**config.mk**
```make
export PLATFORM = sky130hd
export DESIGN_NAME = signed_int_to_decimal_ascii_top
export DESIGN_NICKNAME = d
export VERILOG_FILES = /design/src/rtl/sitoa_pkg.sv /design/src/rtl/signed_int_to_decimal_ascii_top.sv /design/src/rtl/sitoa_dabble_step.sv
export VERILOG_INCLUDE_DIRS = /design/src /design/src/rtl
export SDC_FILE = /design/constraint.sdc
export NUM_CORES = 1
export LEC_CHECK = 0
export BUFFER_PORTS_ARGS = -buffer_cell sky130_fd_sc_hd__buf_4
export CORE_MARGIN = 1
export CORE_UTILIZATION = 54
export DETAILED_ROUTE_END_ITERATION = 12
export GPL_TIMING_DRIVEN = 0
export PLACE_DENSITY = 0.76
export SYNTH_ARGS = -nofsm -noshare
export SYNTH_HDL_FRONTEND = slang
export SYNTH_SLANG_ARGS = --single-unit
export TNS_END_PERCENT = 30
```
**constraint.sdc**
```tcl
create_clock -name clk -period 4.38 [get_ports clk]
set_input_delay 0.876 -clock clk [delete_from_list [all_inputs] [get_ports clk]]
set_output_delay 0.876 -clock clk [all_outputs]
set_load 0.05 [all_outputs]
```
**src/rtl/signed_int_to_decimal_ascii_top_macros.svh**
```systemverilog
// assertion macros for the signed integer to decimal ascii block
// expects clk and rst_n in the scope of the including module
`ifndef SIGNED_INT_TO_DECIMAL_ASCII_TOP_MACROS_SVH
`define SIGNED_INT_TO_DECIMAL_ASCII_TOP_MACROS_SVH

// same-cycle implication
`define SITOA_ASSERT_NOW(label, ante, cons, msg) \
  label: assert property (@(posedge clk) disable iff (!rst_n) (ante) |-> (cons)) \
    else $error(msg);

// next-cycle implication
`define SITOA_ASSERT_NEXT(label, ante, cons, msg) \
  label: assert property (@(posedge clk) disable iff (!rst_n) (ante) |=> (cons)) \
    else $error(msg);

`endif

```
**src/rtl/sitoa_pkg.sv**
```systemverilog
// shared types, constants and elaboration helpers for the decimal ascii block
// no dependencies
package sitoa_pkg;

  localparam logic [7:0] ASCII_ZERO  = 8'd48;
  localparam logic [7:0] ASCII_MINUS = 8'd45;
  localparam int         RADIX       = 10;

  typedef enum logic [3:0] {
    ST_IDLE = 4'b0001,
    ST_CONV = 4'b0010,
    ST_SKIP = 4'b0100,
    ST_EMIT = 4'b1000
  } state_t;

  // decimal digits needed for 2^(bits-1)
  function automatic int num_digits(input int bits);
    logic [127:0] lim;
    logic [127:0] p;
    int           n;
    lim = 128'd1 << (bits - 1);
    p   = 128'(RADIX);
    n   = 1;
    for (int k = 0; k < 40; k++) begin
      if (p <= lim) begin
        n = n + 1;
        p = p * 128'(RADIX);
      end
    end
    return n;
  endfunction

endpackage

```
**src/rtl/signed_int_to_decimal_ascii_top.sv**
```systemverilog
// signed integer to decimal ascii converter, top level
// depends on sitoa_pkg, sitoa_dabble_step and signed_int_to_decimal_ascii_top_macros.svh
//
// usage:
//   in_value is a two's complement integer of VALUE_BITS bits, taken in one
//   transaction on in_valid/in_ready. its decimal text leaves on
//   out_valid/out_ready as one ascii byte per transaction, most significant
//   first: '-' for a negative value, then the digits without leading zeros,
//   '0' for zero. out_last marks the final byte of each number.
// timing:
//   the magnitude is converted to bcd by a shift-add-3 unit, one bit a cycle;
//   leading zero digits are then dropped one a cycle. the first byte is
//   registered after that, then one byte a cycle leaves while out_ready is
//   high. one number at a time: in_ready is high only when idle, so a new
//   number is taken only after the last byte of the one before is sent.
// reset and stalls:
//   synchronous reset returns to idle and drops out_valid. a low out_ready
//   holds the current byte and the block until it is taken.
`include "signed_int_to_decimal_ascii_top_macros.svh"

module signed_int_to_decimal_ascii_top #(
  parameter int VALUE_BITS = 32
) (
  input  logic                         clk,
  input  logic                         rst_n,
  input  logic                         in_valid,
  output logic                         in_ready,
  input  logic signed [VALUE_BITS-1:0] in_value,
  output logic                         out_valid,
  input  logic                         out_ready,
  output logic        [7:0]            out_character,
  output logic                         out_last
);

  localparam int DIGITS = sitoa_pkg::num_digits(VALUE_BITS);
  localparam int BCD_W  = 4 * DIGITS;
  localparam int CNT_W  = $clog2(VALUE_BITS + 1);
  localparam int DL_W   = $clog2(DIGITS + 1);

  sitoa_pkg::state_t     state_r, state_nxt;
  logic [VALUE_BITS-1:0] mag_r, mag_nxt;
  logic                  neg_r, neg_nxt;
  logic [BCD_W-1:0]      bcd_r, bcd_nxt;
  logic [CNT_W-1:0]      cnt_r, cnt_nxt;
  logic [DL_W-1:0]       dl_r, dl_nxt;
  logic                  out_valid_r, out_valid_nxt;
  logic [7:0]            out_char_r, out_char_nxt;
  logic                  out_last_r, out_last_nxt;

  logic [VALUE_BITS-1:0] in_bits;
  logic [VALUE_BITS-1:0] in_mag;
  logic [BCD_W-1:0]      step_bcd;
  logic [3:0]            top_nib;
  logic [BCD_W-1:0]      bcd_shift;
  logic [7:0]            digit_char;
  logic                  in_fire;
  logic                  out_fire;
  logic                  minus_out;

  sitoa_dabble_step #(
    .DIGITS (DIGITS)
  ) u_step (
    .bcd_i (bcd_r),
    .bit_i (mag_r[VALUE_BITS-1]),
    .bcd_o (step_bcd)
  );

  assign in_bits    = in_value;
  assign in_mag     = in_bits[VALUE_BITS-1] ? (~in_bits + 1'b1) : in_bits;
  assign top_nib    = bcd_r[BCD_W-1 -: 4];
  assign bcd_shift  = {bcd_r[BCD_W-5:0], 4'b0000};
  assign digit_char = sitoa_pkg::ASCII_ZERO + {4'b0000, top_nib};
  assign in_ready   = (state_r == sitoa_pkg::ST_IDLE);
  assign in_fire    = in_valid && in_ready;
  assign out_fire   = out_valid_r && out_ready;
  assign minus_out  = out_valid_r && (out_char_r == sitoa_pkg::ASCII_MINUS);

  always_comb begin
    state_nxt     = state_r;
    mag_nxt       = mag_r;
    neg_nxt       = neg_r;
    bcd_nxt       = bcd_r;
    cnt_nxt       = cnt_r;
    dl_nxt        = dl_r;
    out_valid_nxt = out_valid_r;
    out_char_nxt  = out_char_r;
    out_last_nxt  = out_last_r;
    unique case (state_r)
      sitoa_pkg::ST_IDLE: begin
        if (in_fire) begin
          mag_nxt   = in_mag;
          neg_nxt   = in_bits[VALUE_BITS-1];
          bcd_nxt   = '0;
          cnt_nxt   = CNT_W'(VALUE_BITS);
          state_nxt = sitoa_pkg::ST_CONV;
        end
      end
      sitoa_pkg::ST_CONV: begin
        bcd_nxt = step_bcd;
        mag_nxt = {mag_r[VALUE_BITS-2:0], 1'b0};
        cnt_nxt = cnt_r - 1'b1;
        if (cnt_r == CNT_W'(1)) begin
          dl_nxt    = DL_W'(DIGITS);
          state_nxt = sitoa_pkg::ST_SKIP;
        end
      end
      sitoa_pkg::ST_SKIP: begin
        if (top_nib == 4'd0 && dl_r != DL_W'(1)) begin
          bcd_nxt = bcd_shift;
          dl_nxt  = dl_r - 1'b1;
        end else begin
          state_nxt     = sitoa_pkg::ST_EMIT;
          out_valid_nxt = 1'b1;
          if (neg_r) begin
            out_char_nxt = sitoa_pkg::ASCII_MINUS;
            out_last_nxt = 1'b0;
            neg_nxt      = 1'b0;
          end else begin
            out_char_nxt = digit_char;
            out_last_nxt = (dl_r == DL_W'(1));
            bcd_nxt      = bcd_shift;
            dl_nxt       = dl_r - 1'b1;
          end
        end
      end
      sitoa_pkg::ST_EMIT: begin
        if (out_fire) begin
          if (dl_r == '0) begin
            out_valid_nxt = 1'b0;
            state_nxt     = sitoa_pkg::ST_IDLE;
          end else begin
            out_char_nxt = digit_char;
            out_last_nxt = (dl_r == DL_W'(1));
            bcd_nxt      = bcd_shift;
            dl_nxt       = dl_r - 1'b1;
          end
        end
      end
      default: begin
        state_nxt     = sitoa_pkg::ST_IDLE;
        out_valid_nxt = 1'b0;
      end
    endcase
  end

  always_ff @(posedge clk) begin
    if (!rst_n) begin
      state_r     <= sitoa_pkg::ST_IDLE;
      out_valid_r <= 1'b0;
    end else begin
      state_r     <= state_nxt;
      out_valid_r <= out_valid_nxt;
    end
  end

  always_ff @(posedge clk) begin
    mag_r      <= mag_nxt;
    neg_r      <= neg_nxt;
    bcd_r      <= bcd_nxt;
    cnt_r      <= cnt_nxt;
    dl_r       <= dl_nxt;
    out_char_r <= out_char_nxt;
    out_last_r <= out_last_nxt;
  end

  assign out_valid     = out_valid_r;
  assign out_character = out_char_r;
  assign out_last      = out_last_r;

  `SITOA_ASSERT_NOW(a_idle_no_output, in_ready, !out_valid, "output valid while idle")
  `SITOA_ASSERT_NEXT(a_last_to_idle, out_fire && out_last, in_ready, "no return to idle after last")
  `SITOA_ASSERT_NOW(a_minus_not_last, minus_out, !out_last, "minus sign flagged last")
  `SITOA_ASSERT_NEXT(a_busy_after_input, in_fire, !in_ready, "ready held after input transaction")

endmodule

```
**src/rtl/sitoa_dabble_step.sv**
```systemverilog
// one shift-add-3 step of the binary to bcd conversion
// no dependencies
module sitoa_dabble_step #(
  parameter int DIGITS = 10
) (
  input  logic [4*DIGITS-1:0] bcd_i,
  input  logic                bit_i,
  output logic [4*DIGITS-1:0] bcd_o
);

  logic [4*DIGITS-1:0] adj;

  always_comb begin
    for (int i = 0; i < DIGITS; i++) begin
      if (bcd_i[4*i +: 4] >= 4'd5) begin
        adj[4*i +: 4] = bcd_i[4*i +: 4] + 4'd3;
      end else begin
        adj[4*i +: 4] = bcd_i[4*i +: 4];
      end
    end
  end

  assign bcd_o = {adj[4*DIGITS-2:0], bit_i};

endmodule

```
==> impl_table.tex <==
\begin{tabular}{lr}
\hline
Metric & Value \\
\hline
\multicolumn{2}{l}{\textbf{Hold path}} \\
Worst hold path type & flop to flop \\
\multicolumn{2}{l}{\textbf{Floorplanning}} \\
Core region area & between 0.009 and 0.01 mm2 \\
Die outline height & 103 um \\
Initial Util & 0.564 \\
Overall die area & 0.0107 mm2 \\
Num rows & 36 \\
Horiz. Die Dim & 103 um \\
IO Pins & 47 \\
\multicolumn{2}{l}{\textbf{Setup path}} \\
Worst-path fanout max & 38 \\
Category of the critical setup timing path & flop to flop \\
CP required & 4.29 ns \\
Element type at the critical path end & flop \\
CP Launch Type & flop \\
Arrival time of the worst setup path & $\sim$3.1 ns \\
\multicolumn{2}{l}{\textbf{Timing}} \\
Min Tclk post-route & 3.22 ns \\
Measured slew at the worst slew-check pin & 0.894 ns \\
Final sum of negative setup slack & 0 ns \\
Pins Over Slew Limit & 0 \\
Final setup violation count & 0 \\
Hold Worst Slack & 0.500 ns \\
Ratio of final minimum period to clock period & 0.734 \\
Fmax & 0.311 GHz \\
Worst setup skew after layout & 0.0134 ns \\
Normalized max-slew margin & 0.402 \\
Final count of hold timing violations & 0 \\
Unrepaired setup endpoints after global routing & no \\
\multicolumn{2}{l}{\textbf{Clocking}} \\
Number of H-tree levels & 3 \\
Cell chosen for the clock root & sky130\_fd\_sc\_hd\_\_clkbuf\_8 \\
Clock sink count & 94 \\
Clock transition at the register clock pins on the worst setup and hold paths after CTS & 0.10 ns \\
Post-CTS Setup Inserts & 0 \\
Post-cts sizing count & 0 \\
Worst-skew pair later-pin latency & 0.38 ns \\
Clock tree from TritonCTS & built \\
Number of hold buffers added after CTS & 0 \\
Number of buffers created by CTS & 9 \\
Clk buf depth & 2 \\
\multicolumn{2}{l}{\textbf{Synthesis}} \\
Post-synthesis instance total & between 500 and 600 \\
Post-synth top area cell & sky130\_fd\_sc\_hd\_\_edfxtp\_1 \\
Complex-gate fraction of the synthesized area & 0.167 \\
Xor/xnor share of the synthesized area & 0.0756 \\
Simple-Gate Fraction of Synth Area & 0.160 \\
Yosys warning total & 0 \\
Number of enable flip-flop cells after synthesis & 89 \\
Most repeated cell in the gate-level netlist after synthesis & sky130\_fd\_sc\_hd\_\_edfxtp\_1 \\
Synth Area in Adders & 0.0562 \\
Cell Area, Synth & $\sim$0.0056 mm2 \\
Post-synth ARST share & 0 \\
Most frequent cells after synthesis & sky130\_fd\_sc\_hd\_\_edfxtp\_1, sky130\_fd\_sc\_hd\_\_nand2\_1, sky130\_fd\_sc\_hd\_\_o21ai\_0 \\
Area fraction of the dominant cell type after synthesis & 0.481 \\
Post-synth top flop & sky130\_fd\_sc\_hd\_\_edfxtp\_1 \\
Mean Syn Cell Area & between 10 and 15 um2 \\
Synth cell types & 44 \\
Synth top area cells & sky130\_fd\_sc\_hd\_\_edfxtp\_1, sky130\_fd\_sc\_hd\_\_o21ai\_0, sky130\_fd\_sc\_hd\_\_ha\_1 \\
Sequential fraction of the synthesis area & 0.499 \\
Multiplexer area fraction after synthesis & 0.00360 \\
Number of register bits inferred by synthesis & 94 \\
Dominant combinational cell family by area after synthesis & compound AO/OA/AOI/OAI gates \\
\multicolumn{2}{l}{\textbf{Power}} \\
Power density of the placed cells & 377 mW/mm2 \\
Overall Power & 0.00238 W \\
Peak supply drop & 191 uV \\
Static leakage & approximately 2.3 nW \\
\multicolumn{2}{l}{\textbf{GRT}} \\
Global router's overall resource usage & 0.248 \\
Number of global-route vias before repair & 4220 \\
Number of antenna violations at the first check in global routing & 0 \\
Grt total ovfl & 0 \\
Pin count of the biggest net entering global routing & 39 \\
Global-route wire length before repair & 20000 um \\
\multicolumn{2}{l}{\textbf{Route}} \\
Ratio of routed vias to standard cells & 5.88 \\
WL per Instance & 16.2 um \\
Number of DRC violations after detailed-routing iteration 0 & $\sim$210 \\
DRT antenna net count & 0 \\
DRC & 0 \\
Number of iterations in the first detailed-routing pass & 5 \\
Detailed-route wire length & roughly 12000 um \\
Total via count in the routed design & 4395 \\
\multicolumn{2}{l}{\textbf{Cells and area}} \\
Filler cell count in the final layout & a little under 800 \\
Count of nets after finishing & between 600 and 700 \\
Finished Cell Area & 0.00633 mm2 \\
Signed area change from the synthesized netlist to the final layout & 13.8\% \\
Share of final-layout standard cells stronger than drive strength 1 & 0.124 \\
Diode count & 0 \\
\multicolumn{2}{l}{\textbf{Place}} \\
Weighted congestion reported at the end of routability-driven placement & 0.875 \\
Count of buffers from port buffering & between 40 and 50 \\
Post-detailed-placement half-perimeter wirelength & 8830 um \\
Total cell area at the placement stage & 0.00611 mm2 \\
\multicolumn{2}{l}{\textbf{Job}} \\
Max-cap violations & 0 \\
\multicolumn{2}{l}{\textbf{Status}} \\
Result of the run & completed \\
\hline
\end{tabular}
[where the power goes]
group / leakage, nW / switching [W] / total (W) / internal [W]
sequential: 0.905 / 0.0000823 / 0.00122 / 0.00114
clock: 0.114 / 0.000320 / 0.000617 / 0.000297
combinational: 1.26 / 0.000324 / 0.000544 / 0.000220
[sequential cells by signal, summed over array words and instances, names as in the netlist]
name	count
bcd_r	40
mag_r	32
cnt_r	6
out_character	5
dl_r	4
state_r	4
neg_r	1
out_last	1
out_valid	1
[per-stage QoR]
step	setup WS (ns)	utilization	std cells
after floorplan	0.974	-	554
after global placement	0.226	0.614	730
after detailed placement	1.20	0.619	732
after CTS	1.17	0.642	748
after global routing	1.00	0.642	748
final	1.16	0.642	748
[cell type report]
cell class / count / area, um2 / share of cell area
Buffer: 25 / 109 / 0.0172
Clock buffer: 12 / 188 / 0.0297
Tap cell: 133 / 166 / 0.0263
Timing Repair Buffer: 45 / 365 / 0.0577
Clock inverter: 4 / 31.3 / 0.00494
Inverter: 28 / 105 / 0.0166
Multi-Input combinational cell: 407 / 2590 / 0.410
Sequential cell: 94 / 2770 / 0.438
[logic make-up (layout without fill, tap and decap cells)]
logic type	count (synthesis)	after routing
XOR/XNOR	48	48
AO/OA/AOI/OAI	155	155
AND/OR/NAND/NOR	174	174
buffers and inverters	53	114
adder cells (fa/ha/maj)	25	25
flip-flops	94	94
multiplexers	2	2
other	2	3
[critical path: stages, from the launching register on]
cell and delay, ns:
sky130_fd_sc_hd__dfxtp_1 0.33, sky130_fd_sc_hd__clkbuf_1 0.31, sky130_fd_sc_hd__nand3b_1 0.29, sky130_fd_sc_hd__clkbuf_1 0.58
sky130_fd_sc_hd__buf_1 0.53, sky130_fd_sc_hd__nand2_2 0.68
[placed cells by master, fill, tap and decap left out, types with 4 or more instances in the layout]
master,synthesis,routed
sky130_fd_sc_hd__edfxtp_1,89,89
sky130_fd_sc_hd__nand2_1,68,67
sky130_fd_sc_hd__o21ai_0,66,66
sky130_fd_sc_hd__buf_4,3,46
sky130_fd_sc_hd__a21oi_1,38,38
sky130_fd_sc_hd__xor2_1,32,32
sky130_fd_sc_hd__inv_1,28,28
sky130_fd_sc_hd__nor2_1,27,27
sky130_fd_sc_hd__ha_1,25,25
sky130_fd_sc_hd__clkbuf_1,16,16
sky130_fd_sc_hd__nand2b_1,16,16
sky130_fd_sc_hd__xnor2_1,16,16
sky130_fd_sc_hd__nor3b_1,17,16
sky130_fd_sc_hd__o22ai_1,14,14
sky130_fd_sc_hd__nor3_1,10,10
sky130_fd_sc_hd__clkbuf_8,0,10
sky130_fd_sc_hd__a22o_1,9,9
sky130_fd_sc_hd__o41ai_1,9,9
sky130_fd_sc_hd__o31ai_1,9,9
sky130_fd_sc_hd__or3_1,6,6
sky130_fd_sc_hd__dfxtp_1,5,5
sky130_fd_sc_hd__o32ai_1,4,4
sky130_fd_sc_hd__and2_1,4,4
sky130_fd_sc_hd__nor4_1,4,4
sky130_fd_sc_hd__nand4_1,4,4
sky130_fd_sc_hd__nor2b_1,4,4
[worst paths after layout]
path | from | end | slack, ns | cells after the start
worst min register to register | out_valid | out_valid | 0.50 | 2
worst max-delay path | state_r[2] | mag_r[12] | 1.16 | 5
worst min-delay path | out_valid | out_valid | 0.50 | 2
worst max register to register | state_r[2] | mag_r[12] | 1.16 | 5
[layer usage]
metal	part of all wire	track usage
met2	0.48	0.414
met4	0.016	0.0932
met5	0	0
met1	0.46	0.329
met3	0.047	0.0383
No activity file was read; power rests on OpenSTA's default activity.
